===== config.mk =====
export PLATFORM = sky130hd
export DESIGN_NAME = h264_fu_a_packetizer
export DESIGN_NICKNAME = d
export VERILOG_FILES = /design/src/rtl/h264fu_pkg.sv /design/src/rtl/h264fu_front.sv /design/src/rtl/h264fu_queue.sv /design/src/rtl/h264fu_back.sv /design/src/rtl/h264_fu_a_packetizer.sv
export VERILOG_INCLUDE_DIRS = /design/src /design/src/rtl
export SDC_FILE = /design/constraint.sdc
export NUM_CORES = 1
export LEC_CHECK = 0
export BUFFER_PORTS_ARGS = -buffer_cell sky130_fd_sc_hd__buf_2
export CAP_MARGIN = 20
export CORE_ASPECT_RATIO = 0.6
export CORE_MARGIN = 2
export CORE_UTILIZATION = 50
export CTS_CLUSTER_DIAMETER = 200
export DETAILED_ROUTE_END_ITERATION = 6
export PLACE_DENSITY = 0.78
export SYNTH_ARGS = -nofsm -noshare
export SYNTH_HDL_FRONTEND = slang
export SYNTH_SLANG_ARGS = --single-unit

===== constraint.sdc =====
create_clock -name clk -period 8.38 [get_ports clk]
set_input_delay 0.838 -clock clk [delete_from_list [all_inputs] [get_ports clk]]
set_output_delay 0.838 -clock clk [all_outputs]
set_load 0.02 [all_outputs]

===== src/rtl/h264_fu_a_packetizer_macros.svh =====
// Assertion macros shared by the FU-A packetizer RTL.
`ifndef H264_FU_A_PACKETIZER_MACROS_SVH
`define H264_FU_A_PACKETIZER_MACROS_SVH

// Clocked check, held off while reset is asserted.
`define H264FU_ASSERT(label, prop, msg) \
  label: assert property (@(posedge clk) disable iff (!rst_n) prop) \
    else $error(msg);

// Clocked check that also holds during reset.
`define H264FU_ASSERT_ALWAYS(label, prop, msg) \
  label: assert property (@(posedge clk) prop) \
    else $error(msg);

`endif


===== src/rtl/h264fu_pkg.sv =====
// Shared types and constants for the FU-A packetizer.
package h264fu_pkg;

  localparam int LENGTH_BITS_DEF = 16;
  localparam int MTU_W           = 16;
  localparam int MAXF_W          = 8;
  localparam int LIMIT_W         = MTU_W + MAXF_W;
  localparam int CFG_W           = 16;
  localparam int CFG_IDX_W       = 1;

  localparam logic [CFG_IDX_W-1:0] CFG_MTU  = 1'd0;
  localparam logic [CFG_IDX_W-1:0] CFG_MAXF = 1'd1;

  localparam logic [MTU_W-1:0]   MTU_RESET   = 16'd1200;
  localparam logic [MAXF_W-1:0]  MAXF_RESET  = 8'd64;
  localparam logic [LIMIT_W-1:0] LIMIT_RESET = LIMIT_W'(64 * (1200 - 2));

  localparam logic [7:0] NRI_MASK  = 8'hE0;
  localparam logic [7:0] FU_A_TYPE = 8'd28;
  localparam logic [7:0] FU_START  = 8'h80;
  localparam logic [7:0] FU_END    = 8'h40;
  localparam logic [7:0] TYPE_MASK = 8'h1F;

  localparam int QDEPTH = 4;
  localparam int QAW    = $clog2(QDEPTH);

  // One classified request: what the back end has to emit for one input byte.
  typedef struct packed {
    logic [7:0] data;
    logic [7:0] ind;
    logic [7:0] fuh;
    logic       has_hdr;
    logic       pend;
    logic       err;
  } h264fu_entry_t;

endpackage


===== src/rtl/h264fu_front.sv =====
// Front end: config registers, NAL tracking and per-byte classification.
`include "h264_fu_a_packetizer_macros.svh"
module h264fu_front import h264fu_pkg::*; #(
  parameter int LENGTH_BITS = LENGTH_BITS_DEF
) (
  input  logic                   clk,
  input  logic                   rst_n,
  input  logic                   accept_i,
  input  logic [7:0]             in_byte_i,
  input  logic [LENGTH_BITS-1:0] nal_length_i,
  input  logic                   cfg_we,
  input  logic [CFG_IDX_W-1:0]   cfg_index,
  input  logic [CFG_W-1:0]       cfg_wdata,
  output logic                   push_o,
  output h264fu_entry_t          entry_o
);

  localparam int CW = (LENGTH_BITS > MTU_W ? LENGTH_BITS : MTU_W) + MAXF_W + 1;

  localparam logic [1:0] MODE_IDLE = 2'd0;
  localparam logic [1:0] MODE_PASS = 2'd1;
  localparam logic [1:0] MODE_FRAG = 2'd2;
  localparam logic [1:0] MODE_DROP = 2'd3;

  logic [MTU_W-1:0]       mtu_r, mtu_nxt;
  logic [MAXF_W-1:0]      maxf_r, maxf_nxt;
  logic [LIMIT_W-1:0]     limit_r, limit_nxt;
  logic [MTU_W-1:0]       mul_a;
  logic [MAXF_W-1:0]      mul_b;

  logic [1:0]             mode_r, mode_nxt;
  logic [LENGTH_BITS-1:0] pos_r, pos_nxt;
  logic [LENGTH_BITS-1:0] latched_r, latched_nxt;
  logic [MTU_W-1:0]       off_r, off_nxt;
  logic [7:0]             held_r, held_nxt;

  logic                   mtu_small;
  logic [MTU_W-1:0]       chunk;
  logic                   last;
  logic                   pend;
  logic [7:0]             fuh;

  // Fragment limit kept as max_fragments * (mtu - 2), refreshed on each write.
  always_comb begin
    mtu_nxt  = mtu_r;
    maxf_nxt = maxf_r;
    mul_a    = mtu_r - MTU_W'(2);
    mul_b    = maxf_r;
    if (cfg_we && cfg_index == CFG_MTU) begin
      mtu_nxt = cfg_wdata[MTU_W-1:0];
      mul_a   = cfg_wdata[MTU_W-1:0] - MTU_W'(2);
    end
    if (cfg_we && cfg_index == CFG_MAXF) begin
      maxf_nxt = cfg_wdata[MAXF_W-1:0];
      mul_b    = cfg_wdata[MAXF_W-1:0];
    end
    limit_nxt = {{MAXF_W{1'b0}}, mul_a} * {{MTU_W{1'b0}}, mul_b};
  end

  always_comb begin
    mtu_small = mtu_r < MTU_W'(3);
    chunk     = mtu_small ? MTU_W'(1) : mtu_r - MTU_W'(2);
    last      = (CW'(pos_r) + CW'(1)) >= CW'(latched_r);
    pend      = last || ((CW'(off_r) + CW'(1)) >= CW'(chunk));
    fuh       = held_r & TYPE_MASK;
    if (pos_r == LENGTH_BITS'(1)) begin
      fuh = fuh | FU_START;
    end
    if ((CW'(latched_r) - CW'(pos_r)) <= CW'(chunk)) begin
      fuh = fuh | FU_END;
    end

    mode_nxt    = mode_r;
    pos_nxt     = pos_r;
    latched_nxt = latched_r;
    off_nxt     = off_r;
    held_nxt    = held_r;
    push_o      = 1'b0;
    entry_o     = '0;
    entry_o.data = in_byte_i;

    if (accept_i) begin
      if (mode_r == MODE_IDLE) begin
        latched_nxt = nal_length_i;
        if (nal_length_i == '0 || mtu_small) begin
          push_o      = 1'b1;
          entry_o.err = 1'b1;
          if (nal_length_i > LENGTH_BITS'(1)) begin
            mode_nxt = MODE_DROP;
            pos_nxt  = LENGTH_BITS'(1);
          end
        end else if (CW'(nal_length_i) <= CW'(mtu_r)) begin
          push_o       = 1'b1;
          entry_o.pend = (nal_length_i == LENGTH_BITS'(1));
          if (nal_length_i > LENGTH_BITS'(1)) begin
            mode_nxt = MODE_PASS;
            pos_nxt  = LENGTH_BITS'(1);
          end
        end else if ((CW'(nal_length_i) - CW'(1)) > CW'(limit_r)) begin
          push_o      = 1'b1;
          entry_o.err = 1'b1;
          mode_nxt    = MODE_DROP;
          pos_nxt     = LENGTH_BITS'(1);
        end else begin
          held_nxt = in_byte_i;
          mode_nxt = MODE_FRAG;
          pos_nxt  = LENGTH_BITS'(1);
          off_nxt  = '0;
        end
      end else begin
        case (mode_r)
          MODE_PASS: begin
            push_o       = 1'b1;
            entry_o.pend = last;
          end
          MODE_FRAG: begin
            push_o          = 1'b1;
            entry_o.pend    = pend;
            entry_o.has_hdr = (off_r == '0);
            entry_o.ind     = (held_r & NRI_MASK) | FU_A_TYPE;
            entry_o.fuh     = fuh;
            off_nxt         = pend ? '0 : off_r + MTU_W'(1);
          end
          default: begin
          end
        endcase
        if (last) begin
          mode_nxt = MODE_IDLE;
          pos_nxt  = '0;
          off_nxt  = '0;
        end else begin
          pos_nxt = pos_r + LENGTH_BITS'(1);
        end
      end
    end
  end

  always_ff @(posedge clk) begin
    if (!rst_n) begin
      mtu_r     <= MTU_RESET;
      maxf_r    <= MAXF_RESET;
      limit_r   <= LIMIT_RESET;
      mode_r    <= MODE_IDLE;
      pos_r     <= '0;
      latched_r <= '0;
      off_r     <= '0;
      held_r    <= '0;
    end else begin
      mtu_r     <= mtu_nxt;
      maxf_r    <= maxf_nxt;
      if (cfg_we) begin
        limit_r <= limit_nxt;
      end
      mode_r    <= mode_nxt;
      pos_r     <= pos_nxt;
      latched_r <= latched_nxt;
      off_r     <= off_nxt;
      held_r    <= held_nxt;
    end
  end

  `H264FU_ASSERT(a_idle_clear, (mode_r == MODE_IDLE) |-> (pos_r == '0 && off_r == '0), "idle with stale position")

endmodule


===== src/rtl/h264fu_queue.sv =====
// Small request queue between the front and back ends.
`include "h264_fu_a_packetizer_macros.svh"
module h264fu_queue import h264fu_pkg::*; (
  input  logic          clk,
  input  logic          rst_n,
  input  logic          push_i,
  input  h264fu_entry_t entry_i,
  input  logic          pop_i,
  output logic          full_o,
  output logic          valid_o,
  output h264fu_entry_t head_o
);

  h264fu_entry_t    slots_r [QDEPTH];
  logic [QAW-1:0]   wr_r, wr_nxt;
  logic [QAW-1:0]   rd_r, rd_nxt;
  logic [QAW:0]     cnt_r, cnt_nxt;

  assign full_o  = (cnt_r == (QAW+1)'(QDEPTH));
  assign valid_o = (cnt_r != '0);
  assign head_o  = slots_r[rd_r];

  always_comb begin
    wr_nxt  = push_i ? wr_r + QAW'(1) : wr_r;
    rd_nxt  = pop_i ? rd_r + QAW'(1) : rd_r;
    cnt_nxt = cnt_r;
    if (push_i && !pop_i) begin
      cnt_nxt = cnt_r + (QAW+1)'(1);
    end else if (pop_i && !push_i) begin
      cnt_nxt = cnt_r - (QAW+1)'(1);
    end
  end

  always_ff @(posedge clk) begin
    if (push_i) begin
      slots_r[wr_r] <= entry_i;
    end
  end

  always_ff @(posedge clk) begin
    if (!rst_n) begin
      wr_r  <= '0;
      rd_r  <= '0;
      cnt_r <= '0;
    end else begin
      wr_r  <= wr_nxt;
      rd_r  <= rd_nxt;
      cnt_r <= cnt_nxt;
    end
  end

  `H264FU_ASSERT(a_no_overflow, full_o |-> !push_i, "push into full queue")
  `H264FU_ASSERT(a_no_underflow, pop_i |-> valid_o, "pop from empty queue")
  `H264FU_ASSERT(a_cnt_range, cnt_r <= (QAW+1)'(QDEPTH), "queue count out of range")

endmodule


===== src/rtl/h264fu_back.sv =====
// Back end: expands queued requests into packet bytes behind an output register.
`include "h264_fu_a_packetizer_macros.svh"
module h264fu_back import h264fu_pkg::*; (
  input  logic          clk,
  input  logic          rst_n,
  input  logic          q_valid_i,
  input  h264fu_entry_t q_head_i,
  output logic          q_pop_o,
  input  logic          out_ready_i,
  output logic          out_valid_o,
  output logic [7:0]    out_byte_o,
  output logic          packet_end_o,
  output logic          item_last_o,
  output logic          error_o
);

  localparam logic [1:0] PH_IND  = 2'd0;
  localparam logic [1:0] PH_FUH  = 2'd1;
  localparam logic [1:0] PH_DATA = 2'd2;

  logic [1:0] phase_r, phase_nxt;
  logic       ov_r, ov_nxt;
  logic [7:0] byte_r, byte_nxt;
  logic       pend_r, pend_nxt;
  logic       item_r, item_nxt;
  logic       err_r, err_nxt;
  logic       load;
  logic       last_phase;

  assign load        = q_valid_i && (!ov_r || out_ready_i);
  assign last_phase  = !q_head_i.has_hdr || (phase_r == PH_DATA);
  assign q_pop_o     = load && last_phase;

  assign out_valid_o  = ov_r;
  assign out_byte_o   = byte_r;
  assign packet_end_o = pend_r;
  assign item_last_o  = item_r;
  assign error_o      = err_r;

  always_comb begin
    byte_nxt = q_head_i.data;
    pend_nxt = q_head_i.pend;
    item_nxt = 1'b1;
    err_nxt  = 1'b0;
    if (q_head_i.err) begin
      byte_nxt = '0;
      pend_nxt = 1'b0;
      err_nxt  = 1'b1;
    end else if (q_head_i.has_hdr) begin
      case (phase_r)
        PH_IND: begin
          byte_nxt = q_head_i.ind;
          pend_nxt = 1'b0;
          item_nxt = 1'b0;
        end
        PH_FUH: begin
          byte_nxt = q_head_i.fuh;
          pend_nxt = 1'b0;
          item_nxt = 1'b0;
        end
        default: begin
        end
      endcase
    end

    ov_nxt    = load ? 1'b1 : (out_ready_i ? 1'b0 : ov_r);
    phase_nxt = phase_r;
    if (load) begin
      phase_nxt = last_phase ? PH_IND : phase_r + 2'd1;
    end
  end

  always_ff @(posedge clk) begin
    if (load) begin
      byte_r <= byte_nxt;
      pend_r <= pend_nxt;
      item_r <= item_nxt;
      err_r  <= err_nxt;
    end
  end

  always_ff @(posedge clk) begin
    if (!rst_n) begin
      ov_r    <= 1'b0;
      phase_r <= PH_IND;
    end else begin
      ov_r    <= ov_nxt;
      phase_r <= phase_nxt;
    end
  end

  `H264FU_ASSERT(a_phase_hdr, (phase_r != PH_IND) |-> (q_valid_i && q_head_i.has_hdr), "header phase without header request")

endmodule


===== src/rtl/h264_fu_a_packetizer.sv =====
// Top level of the RTP H.264 FU-A packetizer.
//
//  channel | direction | tdata (low bit up)                  | tuser  | tlast
//  in_     | slave     | in_byte, nal_length                 | -      | -
//  out_    | master    | out_byte, item_last, zero pad       | error  | packet_end
//  cfg_    | write     | index 0 mtu_bytes, 1 max_fragments  | -      | -
//
// One input byte per cycle is taken while the four-entry request queue has room.
// Output runs one byte per cycle while out_tready is high; the first payload byte of an
// FU-A packet is preceded by its indicator and FU header bytes, so sustained input rate is set by the output side.
// A request passes a queue slot and then the back-end output register before output.
// rst_n is synchronous; config returns to mtu 1200, max fragments 64.
module h264_fu_a_packetizer import h264fu_pkg::*; #(
  parameter int LENGTH_BITS = LENGTH_BITS_DEF
) (
  input  logic                               clk,
  input  logic                               rst_n,
  input  logic                               in_tvalid,
  output logic                               in_tready,
  // [7:0] in_byte, then nal_length, then zero pad
  input  logic [((8+LENGTH_BITS+7)/8)*8-1:0] in_tdata,
  output logic                               out_tvalid,
  input  logic                               out_tready,
  // [7:0] out_byte, [8] item_last, [15:9] zero
  output logic [15:0]                        out_tdata,
  // [0] error
  output logic                               out_tuser,
  output logic                               out_tlast,
  input  logic                               cfg_we,
  input  logic [CFG_IDX_W-1:0]               cfg_index,
  input  logic [CFG_W-1:0]                   cfg_wdata
);

  logic          accept;
  logic          push;
  h264fu_entry_t entry;
  logic          q_full;
  logic          q_valid;
  logic          q_pop;
  h264fu_entry_t q_head;
  logic [7:0]    out_byte;
  logic          item_last;

  assign in_tready = !q_full;
  assign accept    = in_tvalid && in_tready;
  assign out_tdata = {7'b0, item_last, out_byte};

  h264fu_front #(
    .LENGTH_BITS(LENGTH_BITS)
  ) u_front (
    .clk         (clk),
    .rst_n       (rst_n),
    .accept_i    (accept),
    .in_byte_i   (in_tdata[7:0]),
    .nal_length_i(in_tdata[8 +: LENGTH_BITS]),
    .cfg_we      (cfg_we),
    .cfg_index   (cfg_index),
    .cfg_wdata   (cfg_wdata),
    .push_o      (push),
    .entry_o     (entry)
  );

  h264fu_queue u_queue (
    .clk    (clk),
    .rst_n  (rst_n),
    .push_i (push),
    .entry_i(entry),
    .pop_i  (q_pop),
    .full_o (q_full),
    .valid_o(q_valid),
    .head_o (q_head)
  );

  h264fu_back u_back (
    .clk         (clk),
    .rst_n       (rst_n),
    .q_valid_i   (q_valid),
    .q_head_i    (q_head),
    .q_pop_o     (q_pop),
    .out_ready_i (out_tready),
    .out_valid_o (out_tvalid),
    .out_byte_o  (out_byte),
    .packet_end_o(out_tlast),
    .item_last_o (item_last),
    .error_o     (out_tuser)
  );

endmodule

==> impl_metrics.json, run 1 <==
{
  "grt_pass1_wl_um": 73400,
  "peakVddDrop_uv": 154,
  "synth.largest_area_cell": "edfxtp_1",
  "core-area_mm2": 0.0327,
  "total_power_uw": 4460,
  "wirelength_um": 46200,
  "fin_nets": 2172,
  "rows": 51,
  "clk_pin_slew_ps": 60,
  "criticalPathCategory": "input port to register",
  "worstPathMaxFanout": 31,
  "hold_viol": 0,
  "drc": 0,
  "crit_required_ps": 8780,
  "grt_pass1_vias": 13303,
  "rsz0062_at_grt": "false",
  "drtIter0Drc": 1828,
  "start_util_pct": 51.2,
  "root_buffer": "clkbuf_16",
  "arrival_ps": 7680,
  "setup_viol": 0,
  "place.port_buffers": 58,
  "ys_seq_area_share_pct": 31.8,
  "cts.sinks": 217,
  "dpl_cell_area_mm2": 0.0175,
  "fin_crit_sh_pct": 86.9,
  "htree_num_levels": 1,
  "die_h_um": 146,
  "clock_path_buffers": 3,
  "wl_per_cell_um": 19.8,
  "yosys_warnings": 0,
  "synth.top_cell.area_share_pct": 17.7,
  "via_count": 13937,
  "rrSetupSlack_ps": 1530,
  "die-width_um": 240,
  "worstHoldPathType": "register to register",
  "viasPerCell": 5.96,
  "globalplace.congestion": 0.981,
  "async_reset_ff_share_pct": 0,
  "synth-main-ff-cell": "dfxtp_1",
  "drtAntennaViolNets": 0,
  "avgSynthCellArea_um2": 9.22,
  "static-leakage-power_uw": 0.00775,
  "drive_gt1_share_pct": 10.5,
  "holdBufCountCts": 0,
  "outcome": "completed",
  "maxCapViolCount": 0,
  "cts_tree": "done",
  "synth_area_mm2": 0.0168,
  "cp-start-kind": "input port",
  "cp-end-kind": "register",
  "clkLatencyLatePin_ps": 540,
  "cts_post_setup_buffers_inserted": 0,
  "synth_edf_count": 99,
  "tns_ps": 0,
  "fmax_mhz": 137,
  "worst_pin_slew_ps": 1070,
  "final_max_slew_viol_count": 0,
  "post-route-util_pct": 55.8,
  "stdcell_area_mm2": 0.0183,
  "ys_ff_latch": 217,
  "yosys-top-cells-area": "edfxtp_1 (18%), dfxtp_1 (14%), ha_1 (13%), fa_1 (10%), nor2_1 (4.8%)",
  "ys_types": 81,
  "p_per_area_mw_per_mm2": 244,
  "finClkSkew_ps": 18.6,
  "area_delta_synth_final_pct": 8.85,
  "first_pass_iters": 6,
  "die_area_mm2": 0.0351,
  "dp_hpwl_um": 35600,
  "antenna_found_initial": 3,
  "cts_buffers": 23,
  "grt_util_all_layers_pct": 26.7,
  "ios": 66,
  "grt_max_degree": 53,
  "overflow": 0,
  "final_common_cell": "nor2_1",
  "min_period_ps": 7280,
  "final_cell_mix": "nor2_1 (212), inv_1 (209), ha_1 (169)",
  "postSynthCellCount": 1820,
  "timing.slew.headroom_pct": 28.3,
  "cts_resized": 0
}
## synth_stat cells, drive strengths merged (2+ instances only)
master / n
inv: 210
o221ai: 2
nand2b: 12
a31oi: 8
ha: 169
or2: 33
clkbuf: 42
o22ai: 10
o21a: 6
and3: 9
nand3: 55
nand2: 162
o21ai: 57
o41ai: 2
nor3: 41
a21o: 26
a31o: 2
xor2: 30
a22oi: 13
o31ai: 15
buf: 20
a311oi: 2
mux2i: 32
fa: 86
a21oi: 119
dfxtp: 118
nand4: 29
o31a: 2
o211ai: 17
nor4b: 2
nor2: 214
nor2b: 12
nor4: 17
and4: 5
and2: 20
xnor2: 59
a211o: 3
or4: 6
a211oi: 7
edfxtp: 99
or3: 8
mux4: 22
## critical path: stages
cell and delay, ps:
buf_2 480, inv_1 390, nor2_2 570, buf_4 380, o21ai_1 250, or2_2 360
fa_1 540, inv_1 50, fa_1 460, fa_1 620, inv_1 90, fa_1 540
inv_1 40, ha_1 370, and3_1 220, o211ai_1 110, a21oi_1 100, o41ai_2 540
o211ai_1 200, a31oi_1 240, xnor2_1 150, o21ai_0 110
## state kept, by name (all words and copies together) (netlist names), named ones only
| name | cells |
|---|---|
| u_queue.slots_r | 88 |
| u_back.out_byte_o | 8 |
| u_queue.cnt_r | 3 |
| u_back.item_last_o | 1 |
| u_queue.rd_r | 2 |
| u_front.mode_r | 2 |
| u_queue.wr_r | 2 |
| u_back.phase_r | 2 |
| u_front.latched_r | 16 |
| u_front.maxf_r | 8 |
| u_front.limit_r | 24 |
| u_back.error_o | 1 |
| u_back.out_valid_o | 1 |
| u_front.pos_r | 16 |
| u_front.off_r | 16 |
| u_front.held_r | 8 |
| u_front.mtu_r | 16 |
| u_back.packet_end_o | 1 |
## routing by layer
metal  global-route usage, %  wire length, um  up-vias
met3                    7.13             5900       75
met2                    36.1            18300      775
li1                        -                -     6354
met4                    5.56              966        0
met5                       0                0        -
met1                    42.0            21100     6733
## logic make-up (layout without fill, tap and decap cells)
group	count (synthesis)	in the layout	share of synthesized area, %
other	1	10	0.0224
and+or+nand+nor	628	628	17.7
AOI/OAI and AO/OA	303	303	11.6
adders and majority gates	255	255	22.9
DFF	217	217	31.8
xor gates and xnor gates	89	89	4.65
buffers and inverters	273	334	6.46
muxes	54	54	4.86
## final timing paths
check,startpoint,endpoint,cells after the start
max,cfg_we,u_front.limit_r[23],22
min,u_back.out_valid_o,u_back.out_valid_o,2
max reg2reg,u_front.mtu_r[3],u_front.limit_r[23],22
min reg2reg,u_back.out_valid_o,u_back.out_valid_o,2
## layout make-up
class / count / area (um^2)
Antenna cell: 3 / 7.51
Clock buffer: 26 / 587
Clock inverter: 15 / 111
Fill cell: 2809 / 14500
Inverter: 211 / 793
Multi-Input combinational cell: 1336 / 10400
Sequential cell: 217 / 5340
Tap cell: 450 / 563
Timing Repair Buffer: 82 / 478
## per-stage QoR
stage | hold WS [ps] | worst slack [ps] | std cells
floorplan | 425 | 1700 | 1826
global placement | 453 | 947 | 2294
detailed placement | 449 | 698 | 2294
CTS | 467 | 1230 | 2335
global route | 508 | 634 | 2340
finish | 463 | 1100 | 2340
## power by group
part           switching [uW]  leakage, uW  internal, uW
logic                    1330      0.00557           812
registers                68.6      0.00186          1270
clock network             439     0.000328           536
No activity file was read; power rests on OpenSTA's default activity.
==> run 2, diff against run 1 <==
Settings changed: GPL_ROUTABILITY_DRIVEN set to 0, SLEW_MARGIN set to 20, SYNTH_HIERARCHICAL set to 1.
==> run 2 against run 1 <==
Compared with the run above: final cell count is 2.1% higher; sequential share of layout area grew 1.4 points; first-iteration DRC count rose by 2.2%; count of clock-buffer cells in the layout up 10; register-to-register slack improved by 470 ps.
==> impl_metrics.json, run 2 <==
{
  "outcome": "completed",
  "cts_tree": "done",
  "p_switching_uw": 1860,
  "holdBufCountCts": 0,
  "synth.most_common_cell": "inv_1",
  "ios": 66,
  "setup_viol": 0,
  "htree_num_levels": 1,
  "cp-end-kind": "register",
  "cts_buffers": 26,
  "synth-main-ff-cell": "edfxtp_1",
  "synthSimpleGateAreaFrac_pct": 17.9,
  "core-area_mm2": 0.0353,
  "wl_per_cell_um": 20.0,
  "ys_types": 86,
  "synth_area_mm2": 0.0180,
  "synth_xor_area_share_pct": 4.32,
  "dpl.cell_count": 2339,
  "crit_required_ps": 8790,
  "peakVddDrop_uv": 164,
  "root_buffer": "clkbuf_16",
  "grt_pass1_vias": 13655,
  "clk_pin_slew_ps": 50,
  "worst_hold_slack_ps": 477,
  "clock_path_buffers": 3,
  "multi_input_area_mm2": 0.0109,
  "dp_slack_ps": 1130,
  "nFillCells": 2964,
  "seqPwrFrac_pct": 31.0,
  "synth_commonest_cells": "inv_1 (208), nand2_1 (171), nor2_1 (169)",
  "synth-compound-area-share_pct": 11.6,
  "reg.largest.list": "u_queue/slots_r x108, u_front/limit_r x24",
  "synthAdderAreaFrac_pct": 21.2,
  "yosys-top-cells-area": "edfxtp_1 (20%), dfxtp_1 (13%), ha_1 (12%), fa_1 (9.6%), inv_1 (4.3%)",
  "dp_hpwl_um": 36400,
  "rsz0062_at_grt": "false",
  "viasPerCell": 6.00,
  "drtIter0Drc": 1868,
  "async_reset_ff_share_pct": 0,
  "final_max_slew_viol_count": 0,
  "worstHoldPathType": "register to register",
  "maxCapViolCount": 0,
  "criticalPathCategory": "input port to register",
  "ys_seq_area_share_pct": 32.9,
  "area_delta_synth_final_pct": 7.57,
  "arrival_ps": 7310,
  "worstPathMaxFanout": 33,
  "tns_ps": 0,
  "avgSynthCellArea_um2": 9.64,
  "synth_top_family_by_area": "adder cells",
  "worst_pin_slew_ps": 1150,
  "pwr-share-comb_pct": 45.6,
  "min_period_ps": 6900,
  "overflow": 0,
  "wirelength_um": 47700,
  "final_cell_mix": "inv_1 (208), nand2_1 (171), ha_1 (168)",
  "place.port_buffers": 58,
  "cp-start-kind": "input port",
  "postSynthCellCount": 1870,
  "p_per_area_mw_per_mm2": 240,
  "largest_reg_flops": 108,
  "synth_edf_count": 119,
  "cts_resized": 0,
  "timing.slew.headroom_pct": 21.3,
  "hold_viol": 0,
  "worst_slack_ps": 1480,
  "cts.sinks": 237,
  "dpl_cell_area_mm2": 0.0186,
  "seq_area_mm2": 0.00594,
  "finClkSkew_ps": 23.2,
  "yosys_warnings": 6,
  "static-leakage-power_uw": 0.00823,
  "fin_cells": 2388,
  "top_register": "u_queue/slots_r",
  "rows": 53,
  "drive_gt1_share_pct": 10.4,
  "start_util_pct": 51.1,
  "stdcell_area_mm2": 0.0194,
  "drtAntennaViolNets": 0,
  "grt_util_all_layers_pct": 25.1,
  "fin_crit_sh_pct": 82.3,
  "die-width_um": 249,
  "fmax_mhz": 145,
  "grt_max_degree": 72,
  "synth.top_cell.area_share_pct": 19.8,
  "antenna_found_initial": 0,
  "muxShareOfSynthArea_pct": 4.91,
  "clkPwrFrac_pct": 23.4,
  "final_common_cell": "inv_1",
  "grt_pass1_wl_um": 74200,
  "rrSetupSlack_ps": 2000,
  "ys_ff_latch": 237,
  "via_count": 14328,
  "clkLatencyLatePin_ps": 550,
  "die_h_um": 151,
  "synth.largest_area_cell": "edfxtp_1",
  "die_area_mm2": 0.0376,
  "drc": 0,
  "cts_post_setup_buffers_inserted": 0,
  "fin_nets": 2200,
  "intPower_uw": 2800,
  "p_sw_share_pct": 39.9,
  "first_pass_iters": 6
}
==> run 2: cell count changes in the layout (fill, tap and decap cells not counted), sizes merged, moves of 9 or more <==
| cell | before | now |
|---|---|---|
| nor3 | 41 | 19 |
| o21ai | 57 | 71 |
| and3 | 9 | 26 |
| clkbuf | 26 | 36 |
| o21a | 6 | 15 |
| nor2 | 214 | 171 |
| a21oi | 119 | 48 |
| a21boi | 1 | 35 |
| edfxtp | 99 | 119 |
| nor2b | 12 | 43 |
| nand2 | 162 | 173 |
==> run 2: critical path, stage by stage <==
cell	delay (ps)
buf_2	80
buf_4	320
inv_1	340
nor2_2	450
buf_4	390
o21ai_1	280
or2_2	370
fa_1	540
inv_1	50
fa_1	460
fa_1	540
inv_1	50
fa_1	550
inv_1	60
ha_1	360
a21oi_1	320
nand3b_1	140
o21ai_0	380
o211ai_1	210
o31ai_1	320
xor2_1	180
o21ai_0	80
==> run 2: power by group through the flow <==
stage | clock, uW | sequential [uW] | combinational (uW)
finish | 1090 | 1450 | 2120
global route | 1140 | 1460 | 2330
CTS | 1100 | 1440 | 2070
detailed placement | 0 | 1470 | 2050
global placement | 0 | 1460 | 1980
floorplan | 0 | 1480 | 1520
==> run 2: metal layers <==
layer  part of all wire [%]  global-route usage, %  vias to the layer above
li1                       -                      -                     6531
met1                     46                   37.8                     6916
met2                     39                   35.2                      819
met3                     13                   7.97                       62
met4                    1.4                   4.43                        0
met5                      0                      0                        -
==> run 2: worst paths after layout <==
check	start	to	depth (start not counted)
hold / removal	u_front/limit_r[22]	u_front/limit_r[22]	2
setup reg to reg	u_front/mtu_r[1]	u_front/limit_r[22]	23
hold reg to reg	u_front/limit_r[22]	u_front/limit_r[22]	2
setup / recovery	cfg_we	u_front/limit_r[22]	22
==> run 2: stage by stage <==
stage / util (%) / total power (uW)
2_1_floorplan: - / 3000
3_3_place_gp: 52.7 / 3440
3_5_place_dp: 52.7 / 3510
4_1_cts: 54.9 / 4620
5_1_grt: 55.0 / 4930
6_report: 55.0 / 4660
==> run 2: kinds of logic (layout without fill, tap and decap cells) <==
group | after synthesis | in the layout
AO/OA/AOI/OAI | 305 | 305
multiplexers | 52 | 52
flip-flops | 237 | 237
XOR/XNOR | 89 | 89
buffers and inverters | 288 | 330
AND/OR/NAND/NOR | 643 | 643
adder cells (fa/ha/maj) | 254 | 254
other | 2 | 11
==> run 2: cell type report <==
type	instances	share of cell area (%)
tap	467	3.01
clock inverter	12	0.574
antenna	1	0.0129
clock buffer	36	3.55
sequential	237	30.6
multi-input combinational	1353	56.1
timing repair buffer	74	2.13
inverter	208	4.03
